**config.mk**
```make
export PLATFORM = sky130hd
export DESIGN_NAME = tbbp_index_mod
export DESIGN_NICKNAME = d
export VERILOG_FILES = /design/src/hdl/tbbp_pkg.sv /design/src/hdl/tbbp_index_mod.sv
export SDC_FILE = /design/constraint.sdc
export NUM_CORES = 1
export LEC_CHECK = 0
export BUFFER_PORTS_ARGS = -buffer_cell sky130_fd_sc_hd__buf_2
export CAP_MARGIN = 5
export CORE_MARGIN = 2
export CORE_UTILIZATION = 20
export CTS_BUF_LIST = sky130_fd_sc_hd__clkbuf_2
export CTS_CLUSTER_DIAMETER = 150
export DETAILED_ROUTE_END_ITERATION = 12
export MAX_ROUTING_LAYER = met4
export PLACE_DENSITY = 0.88
export SLEW_MARGIN = 20
export SYNTH_ARGS = -nofsm -noshare
export SYNTH_HDL_FRONTEND = slang
export SYNTH_SLANG_ARGS = --single-unit
```
**constraint.sdc**
```tcl
create_clock -name i_clk -period 0.8 [get_ports i_clk]
set_input_delay 0 -clock i_clk [delete_from_list [all_inputs] [get_ports i_clk]]
set_output_delay 0 -clock i_clk [all_outputs]
set_load 0.01 [all_outputs]
```
**src/hdl/tbbp_pkg.sv**
```systemverilog
// Shared types and constants of the tagged bimodal branch predictor.
package tbbp_pkg;

    localparam int unsigned TABLE_ENTRIES_DEF = 1024;
    localparam int unsigned PC_W              = 64;
    localparam int unsigned HIST_W            = 8;
    localparam int unsigned CONF_W            = 16;
    localparam int unsigned TOTAL_W           = 32;

    localparam logic CMD_PREDICT = 1'b0;
    localparam logic CMD_UPDATE  = 1'b1;

    localparam logic [1:0]        CTR_RESET = 2'd1;
    localparam logic [1:0]        CTR_MAX   = 2'd3;
    localparam logic [1:0]        CTR_MIN   = 2'd0;
    localparam logic [CONF_W-1:0] CONF_MAX  = 16'hFFFF;

    typedef struct packed {
        logic              command;
        logic [PC_W-1:0]   pc;
        logic [HIST_W-1:0] branch_history;
        logic              taken;
    } t_in;

    typedef struct packed {
        logic               predict_taken;
        logic               tag_matched;
        logic               was_correct;
        logic [CONF_W-1:0]  entry_confidence_out;
        logic [TOTAL_W-1:0] predictions_made;
        logic [TOTAL_W-1:0] predictions_right;
    } t_out;

    typedef struct packed {
        logic [PC_W-1:0]   tag;
        logic [1:0]        counter;
        logic [HIST_W-1:0] history;
        logic [CONF_W-1:0] confidence;
    } t_entry;

    localparam t_entry ENTRY_RESET = '{
        tag:        '0,
        counter:    CTR_RESET,
        history:    '0,
        confidence: '0
    };

    typedef enum logic [1:0] {
        ST_CLEAR,
        ST_IDLE,
        ST_INDEX,
        ST_EXEC
    } t_state;

endpackage

```
**src/hdl/tbbp_index_mod.sv**
```systemverilog
// Reduce a 64-bit key modulo the table size: mask for powers of two, else byte residues.
module tbbp_index_mod
    import tbbp_pkg::*;
#(
    parameter int unsigned ENTRIES = TABLE_ENTRIES_DEF
) (
    input  logic                       i_clk,
    input  logic                       i_rst_n,
    input  logic                       i_start,
    input  logic [PC_W-1:0]            i_key,
    output logic                       o_done,
    output logic [$clog2(ENTRIES)-1:0] o_rem
);

    localparam int unsigned IDX_W   = $clog2(ENTRIES);
    localparam bit          IS_POW2 = ((ENTRIES & (ENTRIES - 1)) == 0);

    // Weight of key byte k: 2**(8*k) mod ENTRIES, worked out at elaboration.
    function automatic int unsigned byte_weight(input int unsigned k);
        int unsigned w;
        w = 1;
        for (int unsigned j = 0; j < k; j++) begin
            w = (w * 256) % ENTRIES;
        end
        return w;
    endfunction

    generate
        if (IS_POW2) begin : g_mask
            logic             r_done;
            logic [IDX_W-1:0] r_rem;

            always_ff @(posedge i_clk) begin
                if (!i_rst_n) begin
                    r_done <= 1'b0;
                end else begin
                    r_done <= i_start;
                end
            end

            always_ff @(posedge i_clk) begin
                if (i_start) begin
                    r_rem <= i_key[IDX_W-1:0];
                end
            end

            assign o_done = r_done;
            assign o_rem  = r_rem;
        end else begin : g_residue
            localparam int unsigned      N_BYTES = PC_W / 8;
            // Eight bytes of at most 255 times a weight below ENTRIES.
            localparam int unsigned      SUM_W   = IDX_W + 11;
            localparam logic [SUM_W-1:0] MOD_SUM = SUM_W'(ENTRIES);
            localparam logic [IDX_W:0]   MODULUS = (IDX_W + 1)'(ENTRIES);
            localparam logic [31:0]      RECIP   = 32'((64'd1 << 32) / 64'(ENTRIES));

            logic [4:0]        r_pipe;
            logic [SUM_W-1:0]  prod [N_BYTES];
            logic [SUM_W-1:0]  r_lo_sum;
            logic [SUM_W-1:0]  r_hi_sum;
            logic [SUM_W-1:0]  r_sum;
            logic [SUM_W-1:0]  r_qest;
            logic [IDX_W:0]    r_raw;
            logic [IDX_W-1:0]  r_rem;
            logic [SUM_W+31:0] qprod;
            logic [SUM_W-1:0]  raw_full;
            logic [IDX_W:0]    rem_fix;

            // Fold each key byte by its residue weight.
            for (genvar g = 0; g < N_BYTES; g++) begin : g_byte
                localparam logic [SUM_W-1:0] WEIGHT = SUM_W'(byte_weight(g));
                assign prod[g] = SUM_W'(i_key[8*g +: 8]) * WEIGHT;
            end

            // The reciprocal quotient is low by at most one, so one subtract finishes.
            always_comb begin
                qprod    = (SUM_W + 32)'(r_sum) * (SUM_W + 32)'(RECIP);
                raw_full = r_sum - r_qest * MOD_SUM;
                rem_fix  = (r_raw >= MODULUS) ? (r_raw - MODULUS) : r_raw;
            end

            always_ff @(posedge i_clk) begin
                if (!i_rst_n) begin
                    r_pipe <= '0;
                end else begin
                    r_pipe <= {r_pipe[3:0], i_start};
                end
            end

            // Capture the folded key on start; later stages settle and then hold.
            always_ff @(posedge i_clk) begin
                if (i_start) begin
                    r_lo_sum <= prod[0] + prod[1] + prod[2] + prod[3];
                    r_hi_sum <= prod[4] + prod[5] + prod[6] + prod[7];
                end
                r_sum  <= r_lo_sum + r_hi_sum;
                r_qest <= qprod[SUM_W+31:32];
                r_raw  <= raw_full[IDX_W:0];
                r_rem  <= rem_fix[IDX_W-1:0];
            end

            assign o_done = r_pipe[4];
            assign o_rem  = r_rem;
        end
    endgenerate

endmodule

```
Word-level counts from Yosys, hierarchy flattened
Cells that the tools add are included.
- flip-flop bits (word level): 11
- input port bits: 67
- output and inout bits: 11
- word-level logic and storage cells: 2

Logic depth before layout (Yosys ltp)
- word-level depth: 0
- mapped depth: 1
- mapped depth without buffers: 1

Worst setup path after synthesis
No wires, ideal clock.
- path type: reg-to-output
- start point: register g_mask.r_rem[0], in the netlist o_rem[0]
- end point: output port o_rem[0]
- arrival time: 0.394 ns
- required time: 0.800 ns
- setup slack: 0.406 ns
- cell stages (with the launch flop): 1
- buffers on the path: 0
- cell sequence: edfxtp_1
- RTL lines (item ; RTL line ; text):
    from (decl) ; tbbp_index_mod.sv:31 ; logic [IDX_W-1:0] r_rem;
    from (signal assigned) ; tbbp_index_mod.sv:43 ; r_rem <= i_key[IDX_W-1:0];
    to (decl) ; tbbp_index_mod.sv:12 ; output logic [$clog2(ENTRIES)-1:0] o_rem
No word-level cell between the ends.

Worst setup path in the final report
- start point: register g_mask.r_rem[1], in the netlist o_rem[1]
- end point: output port o_rem[1]
No word-level cell between the ends.

==> impl_results.md <==
* Adder-Cell Fraction of Synth Area at 0
* Synthesized area at 327 um^2
* Total CTS buffers at 3
* FP Rows at 14
* Antenna diode count at 0
* Minimum clock period at 0.803 ns
* Total power at 1.13 mW
* Post-synth cell types at 3
* PortBufs at 23
* Flops & latches, synth at 11
* Max Cap Viol at 0
* Max Root-Sink Buffers at 2
* Worst ir drop on vdd at 0.839 mV
* Status: complete, but fails checks
* Vias in the first global route at 261
* Die H at 44.4 um
* Starting DRT DRC Count at 0
* Post-synthesis mux area share at 0
* Compound-cell area share of the yosys netlist at 0
* Area grow syn2layout at 81.2%
* Fmax at 1250 MHz
* Met1 Wirelength at 371 um
* Seq/Total Area, Yosys at 0.981
* Total Nets Final at 118
* # setup viols final at 1
* RSZ-0062 raised after global routing: yes
* Via Count at 260
* Total track usage at 0.0936
* Clock sinks at 11
* Pleak at 0.263 nW
* Critical Path Fanout Max at 1
* Failing checks: negative setup slack
* Top sig layer: met3
* Total grt overflow at 0
* Synth async-reset ratio at 0
* Max_slew headroom at 0.845
* Dominant cells by area after synthesis: edfxtp_1 92%, dfxtp_1 6.1%, and2_1 1.9%
* Resized cells post-CTS at 0
* Router iterations before antenna repair at 1
* Residual DRC at 0
* Postcts setup bufs at 0
* Actual slew at the worst max-slew pin at 0.233 ns
* Setup crit end kind: output port
* Syn nets at 79
* Most frequent cell after synthesis: edfxtp_1
* DIE AREA at 0.00197 mm^2
* Ports at 78
* Fin crit share at 1.00
* Hold_ws at 0.125 ns
* WL met3 at 99 um
* Final Slew Violations at 0
* Syn. warnings at 0
* Worst path buffer plus inverter count at 1
* Avg Cell Area, Syn at 27.2 um^2
* DR WL/cell at 11.9 um
* Arrival @ worst endpoint at 0.80 ns
* Area leader, netlist: edfxtp_1
* Routed wl met2 at 317 um
* Fillers at 144
* Clock slew at reported path FFs at 0.10 ns
* Primary FF master, synth: edfxtp_1
* Setup crit start kind: register
* CTS tree: built
* Total wire length at 788 um
* Critical path type: reg2out
* Die X at 44.4 um
* Slowest stage cell on the critical path: edfxtp_1
* Largest family of logic cells by synthesized area: simple AND/OR/NAND/NOR gates
* Placement Setup Slack at 0.246 ns
* Share of cells above drive strength 1 at 0.540
* Simple-gate area share of the yosys netlist at 0.0192
* Final-report hold violation count at 0
* Kind of cell adding the most delay to the critical path: flip-flops
* Post-synth top cells: 10 x edfxtp_1, 1 x and2_1, 1 x dfxtp_1
* CP max stage delay at 0.41 ns
* Final TNS setup at -0.00265 ns
* Post-synth EDFFs at 10
* Synth top area share at 0.920
* Hold crit path type: in2reg
* Final WS setup at -0.00265 ns
* Initial antenna violation count at 0
* Area of the core at 0.00152 mm^2
* Drt via density at 3.94
* Htree depth at 1
* Final GP Congestion at 0.669
* Post-DRT Antenna Nets at 0
* Cell Chain, Critical Path: buf_2
* Root Driver: clkbuf_2
* Largest net degree at the start of global routing at 12
* Cell Pwr Density at 1900 mW/mm^2
* Global-route wire length before repair at 1170 um
* Worst path required time at 0.80 ns
* Starting density of the core at 0.214
* Post-synthesis cell count at 12
* Post-Synth XOR/XNOR Area at 0
==> kinds of logic after synthesis <==
family	count (synthesis)
DFF	11
and+or+nand+nor	1
==> power by group <==
group | total (mW) | internal [mW] | switching (mW)
Sequential | 0.686 | 0.674 | 0.0121
Clock | 0.294 | 0.133 | 0.161
Combinational | 0.147 | 0.0838 | 0.0631
==> layout by cell type, fill, tap and decap left out <==
cell type      instances
dlygate4sd3_1         11
buf_2                 23
edfxtp_1              10
dfxtp_1                1
clkbuf_2               4
and2_1                 1
==> state kept, by name, indices dropped and copies added, names as in the netlist <==
register and count:
o_done 1, o_rem 10
==> timing repair <==
item                                    CTS  global route
hold buffers                             11             0
endpoints found under the hold margin    11             0
endpoints found under the setup margin    4             9
==> per-stage QoR <==
step | area, um^2 | utilization | instances
after floorplan | 327 | - | 12
after global placement | 462 | 0.303 | 51
after detailed placement | 462 | 0.303 | 51
after CTS | 592 | 0.388 | 66
after global routing | 592 | 0.388 | 66
final | 592 | 0.388 | 66
==> metal layers <==
| layer | vias up | track usage |
|---|---|---|
| li1 | 122 | - |
| met5 | - | - |
| met2 | 24 | 0.132 |
| met4 | 0 | 0.0727 |
| met3 | 0 | 0.0204 |
| met1 | 114 | 0.115 |
==> final timing paths <==
check | startpoint | to | slack (ns) | depth (start not counted)
max | o_rem[1] | o_rem[1] | -0.003 | 1
min | i_start | o_rem[0] | 0.13 | 1
==> final cells by class <==
type,count,area (um^2),share of cell area
clock buffers,4,20.0,0.0338
multi-input cells,1,6.26,0.0106
flip-flops and latches,11,320,0.541
well taps,16,20.0,0.0338
repair buffers,34,225,0.381
No activity file was read; power rests on OpenSTA's default activity.
