==> config.mk <==
export PLATFORM = sky130hd
export DESIGN_NAME = tbbp_ram
export DESIGN_NICKNAME = d
export VERILOG_FILES = /design/src/hdl/tbbp_ram.sv
export SDC_FILE = /design/constraint.sdc
export NUM_CORES = 1
export LEC_CHECK = 0
export BUFFER_PORTS_ARGS = -buffer_cell sky130_fd_sc_hd__buf_2
export CELL_PAD_IN_SITES_DETAIL_PLACEMENT = 0
export CELL_PAD_IN_SITES_GLOBAL_PLACEMENT = 1
export CORE_MARGIN = 8
export CORE_UTILIZATION = 41
export DETAILED_ROUTE_END_ITERATION = 8
export PLACE_DENSITY_LB_ADDON = 0.1
export REMOVE_ABC_BUFFERS = 1
export SLEW_MARGIN = 20
export SYNTH_ARGS = -nofsm -noshare
export SYNTH_HDL_FRONTEND = slang
export SYNTH_SLANG_ARGS = --single-unit
==> constraint.sdc <==
create_clock -name i_clk -period 1 [get_ports i_clk]
set_input_delay 0.1 -clock i_clk [delete_from_list [all_inputs] [get_ports i_clk]]
set_output_delay 0.1 -clock i_clk [all_outputs]
set_load 0.02 [all_outputs]
==> src/hdl/tbbp_ram.sv <==
// Generic single-port-write, single-port-read RAM with registered read data.
module tbbp_ram #(
    parameter int unsigned WIDTH = 8,
    parameter int unsigned DEPTH = 2
) (
    input  logic                     i_clk,
    input  logic                     i_we,
    input  logic [$clog2(DEPTH)-1:0] i_waddr,
    input  logic [WIDTH-1:0]         i_wdata,
    input  logic [$clog2(DEPTH)-1:0] i_raddr,
    output logic [WIDTH-1:0]         o_rdata
);

    logic [WIDTH-1:0] r_mem [DEPTH];
    logic [WIDTH-1:0] r_rdata;

    always_ff @(posedge i_clk) begin
        if (i_we) begin
            r_mem[i_waddr] <= i_wdata;
        end
        r_rdata <= r_mem[i_raddr];
    end

    assign o_rdata = r_rdata;

endmodule

# After elaboration in Yosys (flattened, before gate mapping)
# Memory sizes are Yosys's and may differ from the RTL's. A register that Yosys moved wholly into a read port is not among the register bits.
# Cells that the tools add are included.
# Widths: inputs -> output; s select.
# totals
reg_bits,0
ram_bits,16
input_bits,12
output_inout_bits,8
word_cells,3
mem_count,1
# classes
mux,2
# mem_list
memory,depth,width,read_ports,rd_clocked_by_memory_dff,write_ports,line_no,source
r_mem,2,8,1,1,1,14,logic [WIDTH-1:0] r_mem [DEPTH];
# op_table
op,count
$mux 1,2

# Depth between registers and ports, before layout
# Gate-level depths: netlist of run 1.
# depth
depth_word,2
depth_mapped,2
mapped_depth_nobuf,1

# Least setup slack after synthesis of run 1
# Ideal clock, no wire load.
# synth_timing
path_kind,input-to-reg
startpoint,in i_we
endpoint,"mem r_mem[0][0], enable pin"
setup_ps,373
t_arrival_ps,520
required_ps,627
path_slack_ps,107
cell_stages,1
path_buffers,0
path_cell_list,nor2b_1
# synth_between
elab_chain_cells,2
# synth_rtl
item,line_no,source
start: declaration,7,"input logic i_we,"
$mux 1,18,if (i_we) begin
$mux 1 (implied by the code),19,r_mem[i_waddr] <= i_wdata;
end: declaration,14,
# No other way between the ends.

# Worst setup path in the final report of run 1
# layout_timing
startpoint,"reg r_rdata[6], in the netlist o_rdata[6], read port of r_mem"
endpoint,out o_rdata[6]
# layout_rtl
item,line_no,source
start: declaration,15,logic [WIDTH-1:0] r_rdata;
end: declaration,11,output logic [WIDTH-1:0] o_rdata
# No word-level cell between the ends.

==> results of run 1 <==
[path summary, 6_finish.rpt]
| path | cells past startpoint | to | slack (ps) |
|---|---|---|---|
| setup / recovery | 1 | o_rdata[6] | 110 |
| hold / removal | 2 | o_rdata[0]$_DFF_P_ | 230 |
| setup reg to reg | 1 | o_rdata[3]$_DFF_P_ | 230 |
| hold reg to reg | 1 | o_rdata[7]$_DFF_P_ | 490 |
[layer usage]
| layer | wire length [µm] | track usage [%] |
|---|---|---|
| met5 | 0 | 0 |
| met4 | 0 | 5.10 |
| met3 | 78 | 3.23 |
| met2 | 718 | 14.3 |
| met1 | 455 | 6.90 |
[cell families (layout without fill, tap and decap cells)]
kind of cell | after synthesis | count (layout)
DFF | 24 | 24
muxes | 8 | 8
buffers and inverters | 1 | 35
and+or+nand+nor | 2 | 2
[synthesized netlist by cell type]
master,number,area share [%]
mux2_4,8,15
and2_1,1,0.80
nor2b_1,1,0.80
dfxtp_1,8,20
buf_6,1,1.4
edfxtp_1,16,61
[layout make-up]
type,count,area share (%)
repair buffers,31,19.3
multi-input cells,10,12.5
well taps,27,3.17
clock buffers,3,2.12
flip-flops and latches,24,60.2
clock inverters,1,2.82
[what timing repair did]
action / in CTS / in global routing
endpoints found under the hold margin: 16 / 0
gates resized for setup: 0 / 0
hold buffers: 8 / 0
[power groups by stage]
stage	clock network (µW)	registers (µW)	logic, µW
3_3_place_gp	0	1170	176
5_1_grt	738	1160	216
6_report	674	1150	203
2_1_floorplan	0	1210	57.8
3_5_place_dp	0	1180	183
4_1_cts	693	1150	206
[per-stage QoR]
stage / total power (µW) / area (µm²) / utilization [%]
5_1_grt: 2120 / 1060 / 56.6
2_1_floorplan: 1270 / 773 / -
3_5_place_dp: 1360 / 932 / 49.5
4_1_cts: 2050 / 1060 / 56.6
3_3_place_gp: 1350 / 932 / 49.5
6_report: 2030 / 1060 / 56.6
[sequential cells by signal (all words and copies together), names as in the netlist]
signal and count:
o_rdata 8, r_mem 16
==> impl_results.md, run 1 <==
* Max-cap viol count at 0
* Clk_skew at approximately 5 ps
* Outcome: finished, final reports clean
* Pins Over Slew Limit at 0
* Vias per cell at roughly 4.3
* Setup TNS at 0 ps
* Initial Util at about two fifths
* Pre-antenna DRT Iters at 2
* Routed length per instance at around 13 µm
* Initial antenna violation count at 0
* GP Congestion at about 0.60
* Global-route usage over all layers at 7.87%
* R2R Path Start: r_mem[0][3]$_DFFE_PP_
* Clock sink count at 24
* Core Area at between 1500 and 2000 µm²
* Slowest cell on the critical path: dfxtp_1
* Number of CTS-inserted buffers at 3
* Fillers at ~170
* Share of cells above drive strength 1 at 50.7%
* Syn Area/Cell at 22.4 µm²
* Mapped cell area at approximately 780 µm²
* Initial DRC Count at 1
* CP Cell Sequence: buf_2
* Sw Pwr at ~380 µW
* Worst-path fanout max at 1
* Flop pwr share at 56.8%
* CTS tree: built
* Post-synthesis register bit count at 24
* Switching Fraction at a little under a fifth
* Gr ovfl total at 0
* Die W at 59.7 µm
* Logic pwr share at roughly a tenth
* Maximum vdd drop at between 0.001 and 0.0015 V
* Min-Delay Path Class: primary input to flip-flop
* Worst Setup End Kind: output pin
* Min-Delay Startpoint: i_raddr
* Synth cell types at 6
* Synth-to-layout area growth at 35.7%
* Simple-gate share of the synthesized area at under 10%
* Worst-margin pin slew at ~270 ps
* Startpoint Class: flip-flop
* H-tree depth at 1
* Post-synthesis compound-gate area fraction at 0%
* XOR/XNOR Fraction of Synth Area at 0%
* Worst skew pair latency at ~300 ps
* Setup Buffers After CTS at 0
* Diode count at 0
* Min Hold Slack at approximately 230 ps
* Post-Synthesis Cells at 35
* Register clock-pin slew on the reported worst setup and hold paths at between 100 and 150 ps
* CTS max path bufs at 2
* Row cnt at 16
* Yosys warns at 0
* RSZ-0062 raised after global routing: no
* Fin. Hold Viols at 0
* Synth Area in Adders at 0%
* Nets at 82
* Final worst slack at 109 ps
* Largest family of logic cells by synthesized area: multiplexers
* Final WL at about 1.3 mm
* Largest net degree at the start of global routing at 15
* IO Port Bufs at 19
* Cell-internal power at roughly 1700 µW
* PwrDens at around 1900 nW/µm²
* Root Buffer: clkbuf_4
* Final Cycle Share at between 80% and 90%
* Register area at 641 µm²
* CP bufs+invs at 1
* Max transition margin at approximately 82%
* First-pass GRT wire length at 1.98 mm
* Sequential share of the synthesized area at just over 80%
* Place WS at between 150 and 200 ps
* Cell family with most CP delay: flip-flops
* Post-synthesis mux area share at ~15%
* Crit Path Category: flip-flop to output pin
* Finish-stage setup viols at 0
* Die Ht at between 50 and 60 µm
* Crit-path max cell delay at between 300 and 400 ps
* Area of the multi-input gates at 133 µm²
* CP Launch Point: o_rdata[6]$_DFF_P_
* Final Non-Filler Cells at 96
* # IOs at 20
* Critical Path RT at ~900 ps
* Leading cell type in the layout, fill and taps excluded: buf_2
* FMAX at 1120 MHz
* Clock Power Share at 33.2%
* Final min period at a little under 900 ps
* Placed Cells at 84
* Number of global-route vias before repair at 465
* CP Data Arrival Time at about 790 ps
* Commonest non-fill, non-tap cells in the layout: buf_2, edfxtp_1, mux2_4, dlygate4sd3_1, dfxtp_1
* Leakage power at between 0.0004 and 0.0005 µW
* Post-DRT Antenna Nets at 0
* DRC viols at 0
* Die area at approximately 3600 µm²
* Vias at 411
No activity file was read; power rests on OpenSTA's default activity.
==> run 2: changes to the inputs <==
--- a/config.mk
+++ b/config.mk
@@ -11,7 +11,8 @@
 export CORE_MARGIN = 8
 export CORE_UTILIZATION = 41
 export DETAILED_ROUTE_END_ITERATION = 8
-export PLACE_DENSITY_LB_ADDON = 0.1
+export MAX_ROUTING_LAYER = met4
+export PLACE_DENSITY = 0.79
 export REMOVE_ABC_BUFFERS = 1
 export SLEW_MARGIN = 20
 export SYNTH_ARGS = -nofsm -noshare
==> impl_results.md, run 2 (synthesis gave the netlist of run 1 again) <==
* Pins Over Slew Limit at 0 (unchanged)
* Crit Path Category: flip-flop to output pin
* First-pass GRT wire length at 1.91 mm (-3.5%)
* Register area at 641 µm² (unchanged)
* Min-Delay Path Class: primary input to flip-flop
* Number of CTS-inserted buffers at 3 (unchanged)
* Setup Buffers After CTS at 0 (unchanged)
* Nets at 79 (-3.7%)
* Most flops, register: r_mem
* Die W at 59.7 µm (unchanged)
* Max transition margin at 77.1% (-4.8 points)
* CP Cell Sequence: buf_2
* Max-cap viol count at 0 (unchanged)
* CTS max path bufs at 2 (unchanged)
* Initial antenna violation count at 0 (unchanged)
* Die Ht at 59.7 µm (unchanged)
* Register clock-pin slew on the reported worst setup and hold paths at 110 ps (about the same)
* Vias per cell at 4.11 (-4.0%)
* Final WL at 1.18 mm (-6.1%)
* Total of cells resized after clock tree synthesis at 0 (unchanged)
* Startpoint Class: flip-flop
* FMAX at 1130 MHz (+0.69%)
* Placed cell areas at 910 µm² (-2.4%)
* Die area at 3570 µm² (unchanged)
* Commonest non-fill, non-tap cells in the layout: buf_2, edfxtp_1, mux2_4, dlygate4sd3_1, dfxtp_1
* DRC viols at 0 (unchanged)
* Pre-antenna DRT Iters at 4 (+2)
* Worst skew pair latency at 300 ps (about the same)
* Post-DRT Antenna Nets at 0 (unchanged)
* RSZ-0062 raised after global routing: no
* Row cnt at 16 (unchanged)
* Cell family with most CP delay: flip-flops
* Root Buffer: clkbuf_4
* Maximum vdd drop at 0.000793 V (-29%)
* Synth-to-layout area growth at 29.0%
* Initial DRC Count at 12 (+11)
* Final worst slack at 115 ps (+6.12 ps)
* Crit-path max cell delay at 330 ps (about the same)
* Core Area at 1880 µm² (unchanged)
* Routed length per instance at 12.8 µm (-2.0%)
* Final min period at 885 ps (-6.12 ps)
* Max FFs per register at 16 (unchanged)
* Worst Setup End Kind: output pin
* GP Congestion at 0.695 (+15%)
* Place WS at 144 ps (-9.45 ps)
* Number of global-route vias before repair at 413 (-11%)
* CTS tree: built
* Fin area at 1010 µm² (-4.9%)
* Vias at 378 (-8.0%)
* Worst-path fanout max at 1 (unchanged)
* Fin. Hold Viols at 0 (unchanged)
* Global-route usage over all layers at 8.09% (+0.22 points)
* # IOs at 20 (unchanged)
* Diode count at 0 (unchanged)
* Area of the multi-input gates at 133 µm² (unchanged)
* Final Cycle Share at 88.5% (-0.61 points)
* Leading cell type in the layout, fill and taps excluded: buf_2
* Leakage power at 0.000415 µW (-6.6%)
* Gr ovfl total at 0 (unchanged)
* Slowest cell on the critical path: dfxtp_1
* Initial Util at 41.7% (unchanged)
* Outcome: finished, final reports clean
* Finish-stage setup viols at 0 (unchanged)
* Pwr Total at 1740 µW (-14%)
* Share of cells above drive strength 1 at 47.7% (-3.0 points)
* H-tree depth at 1 (unchanged)
* Worst-margin pin slew at 343 ps (+72.7 ps)
* Clk_skew at 1.16 ps (-3.85 ps)
* IO Port Bufs at 19 (unchanged)
* CP bufs+invs at 1 (unchanged)
* CTS hold repair buffers at 8 (unchanged)
* Setup TNS at 0 ps (unchanged)
* PwrDens at 1710 nW/µm² (-10%)
* Clock sink count at 24 (unchanged)
* Largest net degree at the start of global routing at 13 (-2)
* CP Data Arrival Time at 780 ps (about the same)
* Critical Path RT at 900 ps (about the same)
* Fillers at 166 (-1.2%)
run 2: cell type report:
| class | instances | share of cell area [%] |
|---|---|---|
| Sequential cell | 24 | 63.3 |
| Timing Repair Buffer | 28 | 18.0 |
| Multi-Input combinational cell | 10 | 13.1 |
| Tap cell | 27 | 3.34 |
| Clock buffer | 3 | 2.22 |
run 2: where the power goes:
part           leakage [µW]  switching (µW)  internal (µW)
registers          0.000218            17.4           1140
clock network     0.0000138             250            141
logic              0.000184            89.9            103
run 2: path summary, 6_finish.rpt:
path                              start            endpoint  slack [ps]  cells after the start
hold / removal                  i_raddr  o_rdata[7]$_DFF_P_         220                      2
setup / recovery     o_rdata[4]$_DFF_P_          o_rdata[4]         120                      1
setup reg to reg  r_mem[0][0]$_DFFE_PP_  o_rdata[0]$_DFF_P_         220                      1
hold reg to reg   r_mem[0][2]$_DFFE_PP_  o_rdata[2]$_DFF_P_         480                      1
run 2: through the flow:
stage | hold slack (ps) | util [%] | cells
after floorplan | 199 | - | 34
final | 219 | 53.8 | 92
after global placement | 293 | 48.3 | 81
after CTS | 212 | 53.8 | 92
after detailed placement | 294 | 48.3 | 81
after global routing | 202 | 53.8 | 92
run 2: layer usage:
metal	vias up	part of all wire (%)	global-route usage (%)	wire length [µm]
met5	-	0	-	0
met4	0	3.7	11.2	44
met3	4	5.2	1.72	61
met2	13	53	12.5	618
met1	170	38	7.06	452
li1	191	-	-	-
